--- config.mk ---
export PLATFORM = sky130hd
export DESIGN_NAME = reply_stream_decoder
export DESIGN_NICKNAME = d
export VERILOG_FILES = /design/src/design/rsd_pkg.sv /design/src/design/rsd_decode.sv /design/src/design/reply_stream_decoder.sv
export SDC_FILE = /design/constraint.sdc
export NUM_CORES = 1
export LEC_CHECK = 0
export ABC_AREA = 1
export BUFFER_PORTS_ARGS = -buffer_cell sky130_fd_sc_hd__clkbuf_2
export CORE_ASPECT_RATIO = 1.75
export CORE_MARGIN = 2
export CORE_UTILIZATION = 45
export CTS_BUF_LIST = sky130_fd_sc_hd__clkbuf_8
export DETAILED_ROUTE_END_ITERATION = 8
export GPL_TIMING_DRIVEN = 0
export PLACE_DENSITY = 0.69
export SETUP_SLACK_MARGIN = 0.15
export SLEW_MARGIN = 40
export SYNTH_ARGS = -nofsm -noshare
export SYNTH_HDL_FRONTEND = slang
export SYNTH_SLANG_ARGS = --single-unit
--- constraint.sdc ---
create_clock -name clk -period 2.3 [get_ports clk]
set_clock_uncertainty 0.2 [all_clocks]
set_input_delay 0 -clock clk [delete_from_list [all_inputs] [get_ports clk]]
set_output_delay 0 -clock clk [all_outputs]
set_load 0.01 [all_outputs]
--- src/design/rsd_pkg.sv ---
package rsd_pkg;

    localparam int PulseWidth = 11;
    localparam int ConvWidth  = 8;
    localparam int ValueWidth = 11;

    // event codes carried on event_kind
    typedef enum logic [3:0] {
        KIND_PULSE    = 4'd0,
        KIND_KEYS     = 4'd1,
        KIND_CONV     = 4'd2,
        KIND_RESET    = 4'd3,
        KIND_ECHO     = 4'd4,
        KIND_IN_OVF   = 4'd5,
        KIND_SER_ERR  = 4'd6,
        KIND_OUT_OVF  = 4'd7,
        KIND_UNKNOWN  = 4'd8
    } event_kind_t;

    // top two bits of a received byte
    localparam logic [1:0] GRP_PULSE_LO = 2'b00;
    localparam logic [1:0] GRP_PULSE_HI = 2'b01;
    localparam logic [1:0] GRP_KEY_CONV = 2'b10;
    localparam logic [1:0] GRP_UPPER    = 2'b11;

    // fixed status bytes
    localparam logic [7:0] BYTE_RESET   = 8'b1101_0000;
    localparam logic [7:0] BYTE_ECHO    = 8'b1101_0001;
    localparam logic [7:0] BYTE_IN_OVF  = 8'b1101_0010;
    localparam logic [7:0] BYTE_SER_ERR = 8'b1101_0011;
    localparam logic [7:0] BYTE_OUT_OVF = 8'b1101_0100;

    // channel selects and accumulators
    typedef struct packed {
        logic                                pulse_select;
        logic [1:0][PulseWidth-1:0]          pulse_accum;
        logic                                conv_select;
        logic [1:0][ConvWidth-1:0]           conv_accum;
    } dec_state_t;

    // one decoded event
    typedef struct packed {
        logic                    emit;
        event_kind_t             kind;
        logic                    chan;
        logic [ValueWidth-1:0]   value;
    } dec_event_t;

endpackage

--- src/design/rsd_decode.sv ---
module rsd_decode
    import rsd_pkg::*;
(
    input  logic [7:0]  byte_in,
    input  dec_state_t  state_cur,
    output dec_state_t  state_next,
    output dec_event_t  evt
);

    logic [PulseWidth-1:0] pulse_or;
    logic [ConvWidth-1:0]  conv_or;

    // high parts merged into the currently selected accumulator
    assign pulse_or = state_cur.pulse_accum[state_cur.pulse_select]
                    | {byte_in[5:0], 5'b0};
    assign conv_or  = state_cur.conv_accum[state_cur.conv_select]
                    | {byte_in[3:0], 4'b0};

    // byte classification and state update
    always_comb
    begin
        state_next = state_cur;
        evt.emit   = 1'b1;
        evt.kind   = KIND_UNKNOWN;
        evt.chan   = 1'b0;
        evt.value  = '0;
        unique case (byte_in[7:6])
            GRP_PULSE_LO:
            begin
                // low part of a pulse width: select channel, load bits
                state_next.pulse_select = byte_in[5];
                state_next.pulse_accum[byte_in[5]] = {6'b0, byte_in[4:0]};
                evt.emit = 1'b0;
            end
            GRP_PULSE_HI:
            begin
                state_next.pulse_accum[state_cur.pulse_select] = pulse_or;
                evt.kind  = KIND_PULSE;
                evt.chan  = state_cur.pulse_select;
                evt.value = pulse_or;
            end
            GRP_KEY_CONV:
            begin
                if (!byte_in[5])
                begin
                    evt.kind  = KIND_KEYS;
                    evt.value = {6'b0, byte_in[4:0]};
                end
                else
                begin
                    // low part of a converter value
                    state_next.conv_select = byte_in[4];
                    state_next.conv_accum[byte_in[4]] = {4'b0, byte_in[3:0]};
                    evt.emit = 1'b0;
                end
            end
            GRP_UPPER:
            begin
                if (byte_in[5:4] == 2'b00)
                begin
                    state_next.conv_accum[state_cur.conv_select] = conv_or;
                    evt.kind  = KIND_CONV;
                    evt.chan  = state_cur.conv_select;
                    evt.value = {3'b0, conv_or};
                end
                else
                begin
                    unique case (byte_in)
                        BYTE_RESET:   evt.kind = KIND_RESET;
                        BYTE_ECHO:    evt.kind = KIND_ECHO;
                        BYTE_IN_OVF:  evt.kind = KIND_IN_OVF;
                        BYTE_SER_ERR: evt.kind = KIND_SER_ERR;
                        BYTE_OUT_OVF: evt.kind = KIND_OUT_OVF;
                        default:
                        begin
                            evt.kind  = KIND_UNKNOWN;
                            evt.value = {3'b0, byte_in};
                        end
                    endcase
                end
            end
            default:
            begin
                evt.emit = 1'b0;
            end
        endcase
    end

endmodule

--- src/design/reply_stream_decoder.sv ---
// Decoder for a peripheral controller's reply byte stream. One byte is taken
// per transfer on the input channel and at most one event leaves per byte on
// the output channel; low parts of pulse-width and converter values only
// update the channel accumulators and produce nothing. A byte is captured in
// an input register, decoded from there and its event written to the output
// register. A new byte can be taken every cycle unless in_ready drops, which
// happens only while both the input and output registers are full and the
// output is not being taken.
module reply_stream_decoder
    import rsd_pkg::*;
(
    input  logic                   clk,
    input  logic                   rst_n,
    input  logic                   in_valid,
    output logic                   in_ready,
    input  logic [7:0]             rx_byte,
    output logic                   out_valid,
    input  logic                   out_ready,
    output logic [3:0]             event_kind,
    output logic                   channel,
    output logic [ValueWidth-1:0]  value
);

    logic                   in_valid_reg;
    logic [7:0]             in_byte_reg;
    dec_state_t             state_reg;
    dec_state_t             state_next;
    dec_event_t             evt;
    logic                   out_valid_reg;
    event_kind_t            kind_reg;
    logic                   chan_reg;
    logic [ValueWidth-1:0]  value_reg;
    logic                   out_load;
    logic                   advance;

    rsd_decode u_decode (
        .byte_in    (in_byte_reg),
        .state_cur  (state_reg),
        .state_next (state_next),
        .evt        (evt)
    );

    // output register free, and the decode stage moves on
    assign out_load = !out_valid_reg || out_ready;
    assign advance  = in_valid_reg && (!evt.emit || out_load);
    assign in_ready = !in_valid_reg || advance;

    // input register
    always_ff @(posedge clk or negedge rst_n)
    begin
        if (!rst_n)
        begin
            in_valid_reg <= 1'b0;
        end
        else if (in_ready)
        begin
            in_valid_reg <= in_valid;
        end
    end

    always_ff @(posedge clk)
    begin
        if (in_valid && in_ready)
        begin
            in_byte_reg <= rx_byte;
        end
    end

    // channel selects and accumulators
    always_ff @(posedge clk or negedge rst_n)
    begin
        if (!rst_n)
        begin
            state_reg <= '0;
        end
        else if (advance)
        begin
            state_reg <= state_next;
        end
    end

    // result register
    always_ff @(posedge clk or negedge rst_n)
    begin
        if (!rst_n)
        begin
            out_valid_reg <= 1'b0;
        end
        else if (out_load)
        begin
            out_valid_reg <= advance && evt.emit;
        end
    end

    always_ff @(posedge clk)
    begin
        if (advance && evt.emit)
        begin
            kind_reg  <= evt.kind;
            chan_reg  <= evt.chan;
            value_reg <= evt.value;
        end
    end

    assign out_valid  = out_valid_reg;
    assign event_kind = kind_reg;
    assign channel    = chan_reg;
    assign value      = value_reg;

endmodule

==> summary.md, run 1 <==
| Metric | Value |
|---|---|
| RSZ-0062 raised after global routing | false |
| Slew Limit Fails | 0 |
| Antenna violations before repair | 0 |
| DP Cell Count | 543 |
| CP Capture Type | register |
| HPWL Detailed | roughly 6500 um |
| Global-route wire length before repair | 14900 um |
| Post-layout minimum cycle time | around 2.1 ns |
| Congestion Overflow GR | 0 |
| Vias | a little over 3000 |
| Worst EP required | 2.16 ns |
| Synthesis-to-layout area growth | 16.8% |
| PD cells | 766 nW/um2 |
| Io pins | 30 |
| Final setup violation count | 0 |
| Number of flip-flops under the largest register name | 40 |
| DR vias/cell | 5.47 |
| Die X | 70.0 um |
| Synth Cell Area | 3430 um2 |
| Worst Tran Pin Value | about 0.6 ns |
| Total routed wirelength | about 9100 um |
| ANT nets after route | 0 |
| WS Path Type | reg -> reg |
| Root Driver | clkbuf_8 |
| Layout cell share with drive strength beyond 1 | 17.2% |
| H-tree depth | 3 |
| Ys Warns | 0 |
| Worst path cell trace | inv_2 > nand2_2 > a21oi_4 > buf_4 > nand2_1 > clkinvlp_4 > buf_12 |
| Syn Inst Count | 426 |
| Final nets | 490 |
| Core Area | 7460 um2 |
| CTS clk-pin slew, worst paths | 0.07 ns |
| Pre-antenna DRT Iters | 5 |
| Num Clock Sinks | 66 |
| Die Height | approximately 120 um |
| Register area share after synthesis | 51.6% |
| Diode count | 0 |
| Slowest cell on the critical path | edfxtp_1 |
| Status | finished clean |
| GP Congestion | 0.909 |
| Largest net degree at the start of global routing | 43 |
| Hold slack | between 0.01 and 0.015 ns |
| Syn nets | 438 |
| Vias in the first global route | 3109 |
| Slowest stage delay, CP | 0.47 ns |
| Initial Util | 46.0% |
| Critical R2R Launch | in_byte_reg[6] |
| Number of remaining DRC errors | 0 |
| Deepest clock path buffer count | 2 |
| Sw Ratio | 32.5% |
| Yosys reg bits | 66 |
| Avg Inst Size Synth | about 8.1 um2 |
| Worst-Skew Late Latency | between 0.3 and 0.4 ns |
| CP Launch Type | register |
| Post-Layout Cell Count | 570 |
| Crit path max fanout | 16 |
| Wire length per cell | 16.0 um |
| Leakage | 1.97 nW |
| GRT Total Usage | 23.1% |
| Combinational share of power | between 20% and 30% |
| Clk network pwr share | 28.5% |
| Normalized max-slew margin | 59.1% |
| DIE AREA | 8370 um2 |
| CTS tree | yes |
| Pwr Total | just over 3 mW |
| Critical Path Start | in_byte_reg[6] |
| Internal power | between 2 and 2.5 mW |
| Rows | 42 |
| Max cap viols | 0 |
| Final Hold Vio Count | 0 |
| Max IR drop VDD | between 0.0004 and 0.0005 V |
| Clock buffer count from CTS | 9 |
| Hold WC Path Type | in -> async |
| Sw Pwr | 0.999 mW |
| Port Buffer Count | 29 |
| Final Cycle Share | between 90% and 100% |
| Fmax | a little under 500 MHz |
| Initial DRC count | between 300 and 400 |
| Synth cell types | 28 |
| Sequential power share | 49.7% |
| Arrival time worst endpoint | 1.94 ns |
synth_stat cells:
cell	n	area, um2
nand2_1	148	556
nand2_2	6	37.5
buf_6	2	22.5
buf_4	3	22.5
inv_1	17	63.8
nor2_2	1	6.26
nand4_1	18	113
clkbuf_1	5	18.8
o2111ai_1	1	8.76
o211a_1	1	10.0
a21oi_2	1	8.76
nand3_2	2	20.0
o21ai_0	24	120
o21ai_1	2	10.0
dfrtp_1	42	1050
a31oi_1	1	6.26
o211ai_1	2	15.0
buf_2	12	60.1
nor2_1	28	105
a21oi_1	18	90.1
o21ai_2	1	8.76
nor2_4	2	22.5
o21ai_4	1	16.3
buf_1	1	3.75
edfxtp_1	24	721
inv_2	5	18.8
nand2_4	1	11.3
nand3_1	57	285
per-stage QoR:
step / cell area (um2) / TNS [ns] / utilization (%) / setup WS, ns
6_report: 4010 / 0 / 53.7 / 0.218
3_5_place_dp: 3690 / -1.65 / 49.4 / -0.105
2_1_floorplan: 3430 / 0 / - / 0.347
4_1_cts: 4000 / 0 / 53.5 / 0.196
5_1_grt: 4010 / 0 / 53.7 / 0.139
3_3_place_gp: 3690 / -1.08 / 49.4 / -0.0694
repair_timing:
| item | in CTS | in global routing |
|---|---|---|
| hold buffers | 11 | 0 |
| endpoints found under the setup margin | 16 | 24 |
| gates cloned | 0 | 0 |
| resized for setup | 1 | 4 |
| endpoints found under the hold margin | 60 | 0 |
| setup buffers | 1 | 0 |
cell type report:
class                      instances  area, um2
tap                               88        110
timing repair buffer              41        278
clock buffer                      11        151
inverter                          22       86.3
buffer                            23        130
fill                             699       3450
multi-input combinational        315       1460
sequential                        66       1770
clock inverter                     4       20.0
worst max-delay path, delay by kind of cell, from the launching register on:
family	cells	cell delay [ns]
DFF	1	0.47
buffers and inverters	4	0.63
AOI/OAI and AO/OA	1	0.20
and+or+nand+nor	2	0.28
routing by layer:
| layer | global-route usage (%) | routed length, um | vias up |
|---|---|---|---|
| li1 | - | - | 1526 |
| met5 | 0 | 0 | - |
| met2 | 40.3 | 4860 | 99 |
| met1 | 25.4 | 3500 | 1463 |
| met4 | 12.6 | 367 | 0 |
| met3 | 5.46 | 376 | 29 |
cells by family after synthesis:
family	count (synthesis)	synth area share, %
flip-flops	66	51.6
AO/OA/AOI/OAI	52	8.57
AND/OR/NAND/NOR	263	33.7
buffers and inverters	45	6.12
path summary, 6_finish.rpt:
path	end	slack (ns)	depth (start not counted)
setup / recovery	value[7]	0.22	7
hold / removal	state_reg[11]	0.01	2
setup reg to reg	value[7]	0.22	7
hold reg to reg	state_reg[38]	0.27	2
max in group asynchronous	state_reg[6]	1.46	2
min in group clk	in_byte_reg[7]	0.16	2
placed cells by master (no fill, tap or decap), types with 2 or more instances in the layout:
cell and n:
buf_6 2, inv_1 18, clkbuf_1 5, o211ai_1 2, nor2_4 2, nor2_1 26, clkinvlp_4 2, nand3_2 2
nand4_1 18, nand2_2 6, clkbuf_2 28, a21oi_1 18, buf_2 11, nand2_1 148, o21ai_1 2, inv_2 5
buf_4 3, nand3_1 57, o21ai_0 24, dfrtp_1 42, nor2_2 3, clkbuf_8 11, dlygate4sd3_1 11, clkbuf_4 2
edfxtp_1 24
power by group through the flow:
| stage | Sequential (mW) | Combinational (mW) | Clock, mW |
|---|---|---|---|
| final | 1.53 | 0.670 | 0.874 |
| after floorplan | 1.54 | 0.432 | 0 |
| after CTS | 1.52 | 0.659 | 0.878 |
| after global placement | 1.54 | 0.620 | 0 |
| after global routing | 1.55 | 0.758 | 0.930 |
| after detailed placement | 1.55 | 0.633 | 0 |
Note: power is estimated with default switching activity, not from simulation.
==> run 2: changes to the inputs <==
--- a/config.mk
+++ b/config.mk
@@ -7,13 +7,13 @@
 export LEC_CHECK = 0
 export ABC_AREA = 1
 export BUFFER_PORTS_ARGS = -buffer_cell sky130_fd_sc_hd__clkbuf_2
-export CORE_ASPECT_RATIO = 1.75
+export CORE_ASPECT_RATIO = 0.6
 export CORE_MARGIN = 2
-export CORE_UTILIZATION = 45
+export CORE_UTILIZATION = 40
 export CTS_BUF_LIST = sky130_fd_sc_hd__clkbuf_8
 export DETAILED_ROUTE_END_ITERATION = 8
 export GPL_TIMING_DRIVEN = 0
-export PLACE_DENSITY = 0.69
+export PLACE_DENSITY = 0.63
 export SETUP_SLACK_MARGIN = 0.15
 export SLEW_MARGIN = 40
 export SYNTH_ARGS = -nofsm -noshare
==> run 2 against run 1 <==
Count of clock-buffer cells in the layout down 1. Final cell count up 4.9%. First-iteration DRC count down 7.0%. Hold slack better by 0.013 ns. Total power down 0.75%. Die area up 12%. Critical path depth unchanged. Largest power group unchanged.
==> summary.md, run 2 (synthesis results as in run 1) <==
| Metric | Value |
|---|---|
| Total routed wirelength | 9710 um |
| Core Area | 8430 um2 |
| HPWL Detailed | between 6000 and 7000 um |
| Most common cell after layout, fill and taps aside | nand2_1 |
| Placed standard-cell area | approximately 3700 um2 |
| Status | finished clean |
| Port Buffer Count | 29 |
| CP Capture Type | register |
| PD cells | 752 nW/um2 |
| Slowest cell on the critical path | edfxtp_1 |
| DR vias/cell | 5.43 |
| Metal2 WL | 3800 um |
| Normalized max-slew margin | 52.3% |
| Final Cycle Share | 89.5% |
| Vias | 3247 |
| Number of remaining DRC errors | 0 |
| Num Clock Sinks | 66 |
| Slowest stage delay, CP | 0.48 ns |
| GRT Total Usage | 22.7% |
| Top sig layer | met4 |
| Max IR drop VDD | 0.000412 V |
| Deepest clock path buffer count | 2 |
| Crit path max fanout | 16 |
| ANT nets after route | 0 |
| Initial Util | 40.7% |
| CTS clk-pin slew, worst paths | around 0.070 ns |
| Diode count | 0 |
| Leakage | just under 2 nW |
| Metal3 WL | 1010 um |
| CP Launch Type | register |
| Worst EP required | 2.15 ns |
| Arrival time worst endpoint | approximately 1.9 ns |
| Clock buffer count from CTS | 9 |
| Final Hold Vio Count | 0 |
| Slew Limit Fails | 0 |
| Io pins | 30 |
| Final setup violation count | 0 |
| Pwr Total | 3.05 mW |
| Rows | 26 |
| Design area | just over 4000 um2 |
| Pre-antenna DRT Iters | 5 |
| Initial DRC count | 319 |
| Wire length per cell | about 16 um |
| Fmax | 486 MHz |
| Vias in the first global route | roughly 2900 |
| GP Congestion | 0.913 |
| Post-layout minimum cycle time | 2.06 ns |
| H-tree depth | 3 |
| Global-route wire length before repair | 15400 um |
| Most frequent cells in the layout | nand2_1, nand3_1, dfrtp_1 |
| FF-to-FF setup slack | 0.24 ns |
| Die X | 124 um |
| Largest net degree at the start of global routing | 43 |
| Layout cell share with drive strength beyond 1 | 17.3% |
| Wl on met1 | ~4800 um |
| Final nets | 493 |
| Congestion Overflow GR | 0 |
| Die Height | 75.8 um |
| Antenna violations before repair | 0 |
| Worst path cell trace | inv_2 > nand2_2 > a21oi_4 > buf_4 > nand2_1 > clkinvlp_4 > buf_12 |
| Hold WC Path Type | in -> async |
| Worst-Skew Late Latency | roughly 0.35 ns |
| # fillers | roughly 800 |
| Synthesis-to-layout area growth | 18.1% |
| CTS tree | yes |
| RSZ-0062 raised after global routing | true |
| WS Path Type | reg -> reg |
| Root Driver | clkbuf_8 |
| Number of flip-flops under the largest register name | 40 |
| Max cap viols | 0 |
| DIE AREA | 9360 um2 |
| Worst Tran Pin Value | 0.716 ns |
[run 2: report_power, final]
part / switching, mW / internal (mW)
combinational: 0.472 / 0.222
sequential: 0.108 / 1.42
clock: 0.424 / 0.403
[run 2: area by class of cell]
| class | instances | area (um2) | area share (%) |
|---|---|---|---|
| Sequential cell | 66 | 1770 | 43.7 |
| Multi-Input combinational cell | 315 | 1460 | 36.0 |
| Clock inverter | 6 | 26.3 | 0.648 |
| Clock buffer | 10 | 138 | 3.40 |
| Tap cell | 112 | 140 | 3.46 |
| Timing Repair Buffer | 44 | 303 | 7.47 |
| Inverter | 22 | 86.3 | 2.13 |
| Buffer | 23 | 128 | 3.15 |
[run 2: what timing repair did]
item | CTS | global route
pin swaps | 0 | 0
hold buffers | 12 | 0
cloned | 0 | 0
setup buffers | 1 | 2
gates resized for setup | 1 | 2
setup endpoints to repair | 16 | 23
hold endpoints to repair | 60 | 0
[run 2: path summary, 6_finish.rpt]
check	startpoint	end	cells past startpoint
hold / removal	rst_n	state_reg[2]	2
setup / recovery	in_byte_reg[6]	value[4]	7
setup reg to reg	in_byte_reg[6]	value[4]	7
max in group asynchronous	rst_n	state_reg[32]	2
hold reg to reg	state_reg[32]	state_reg[32]	2
min in group clk	rx_byte[3]	in_byte_reg[3]	2
[run 2: worst max-delay path: cells and delay by family, from the launching register on]
kind | cells | cell delay, ns
AOI/OAI and AO/OA | 1 | 0.19
buffers and inverters | 4 | 0.62
DFF | 1 | 0.48
and+or+nand+nor | 2 | 0.27
[run 2: stage by stage]
stage	hold WS (ns)	setup WS [ns]	utilization (%)	TNS, ns	std cells
floorplan	-0.496	0.347	-	0	426
global placement	-0.0238	-0.0469	44.1	-0.740	567
detailed placement	-0.118	-0.0981	44.1	-1.56	567
CTS	0.0428	0.227	47.8	0	596
global route	0.0918	0.149	48.1	0	598
finish	0.0254	0.241	48.1	0	598
[run 2: per-layer routing]
metal	vias to the layer above	track usage [%]
met1	1530	34.8
met4	0	7.45
met2	173	30.1
li1	1536	-
met3	8	6.66
met5	-	0
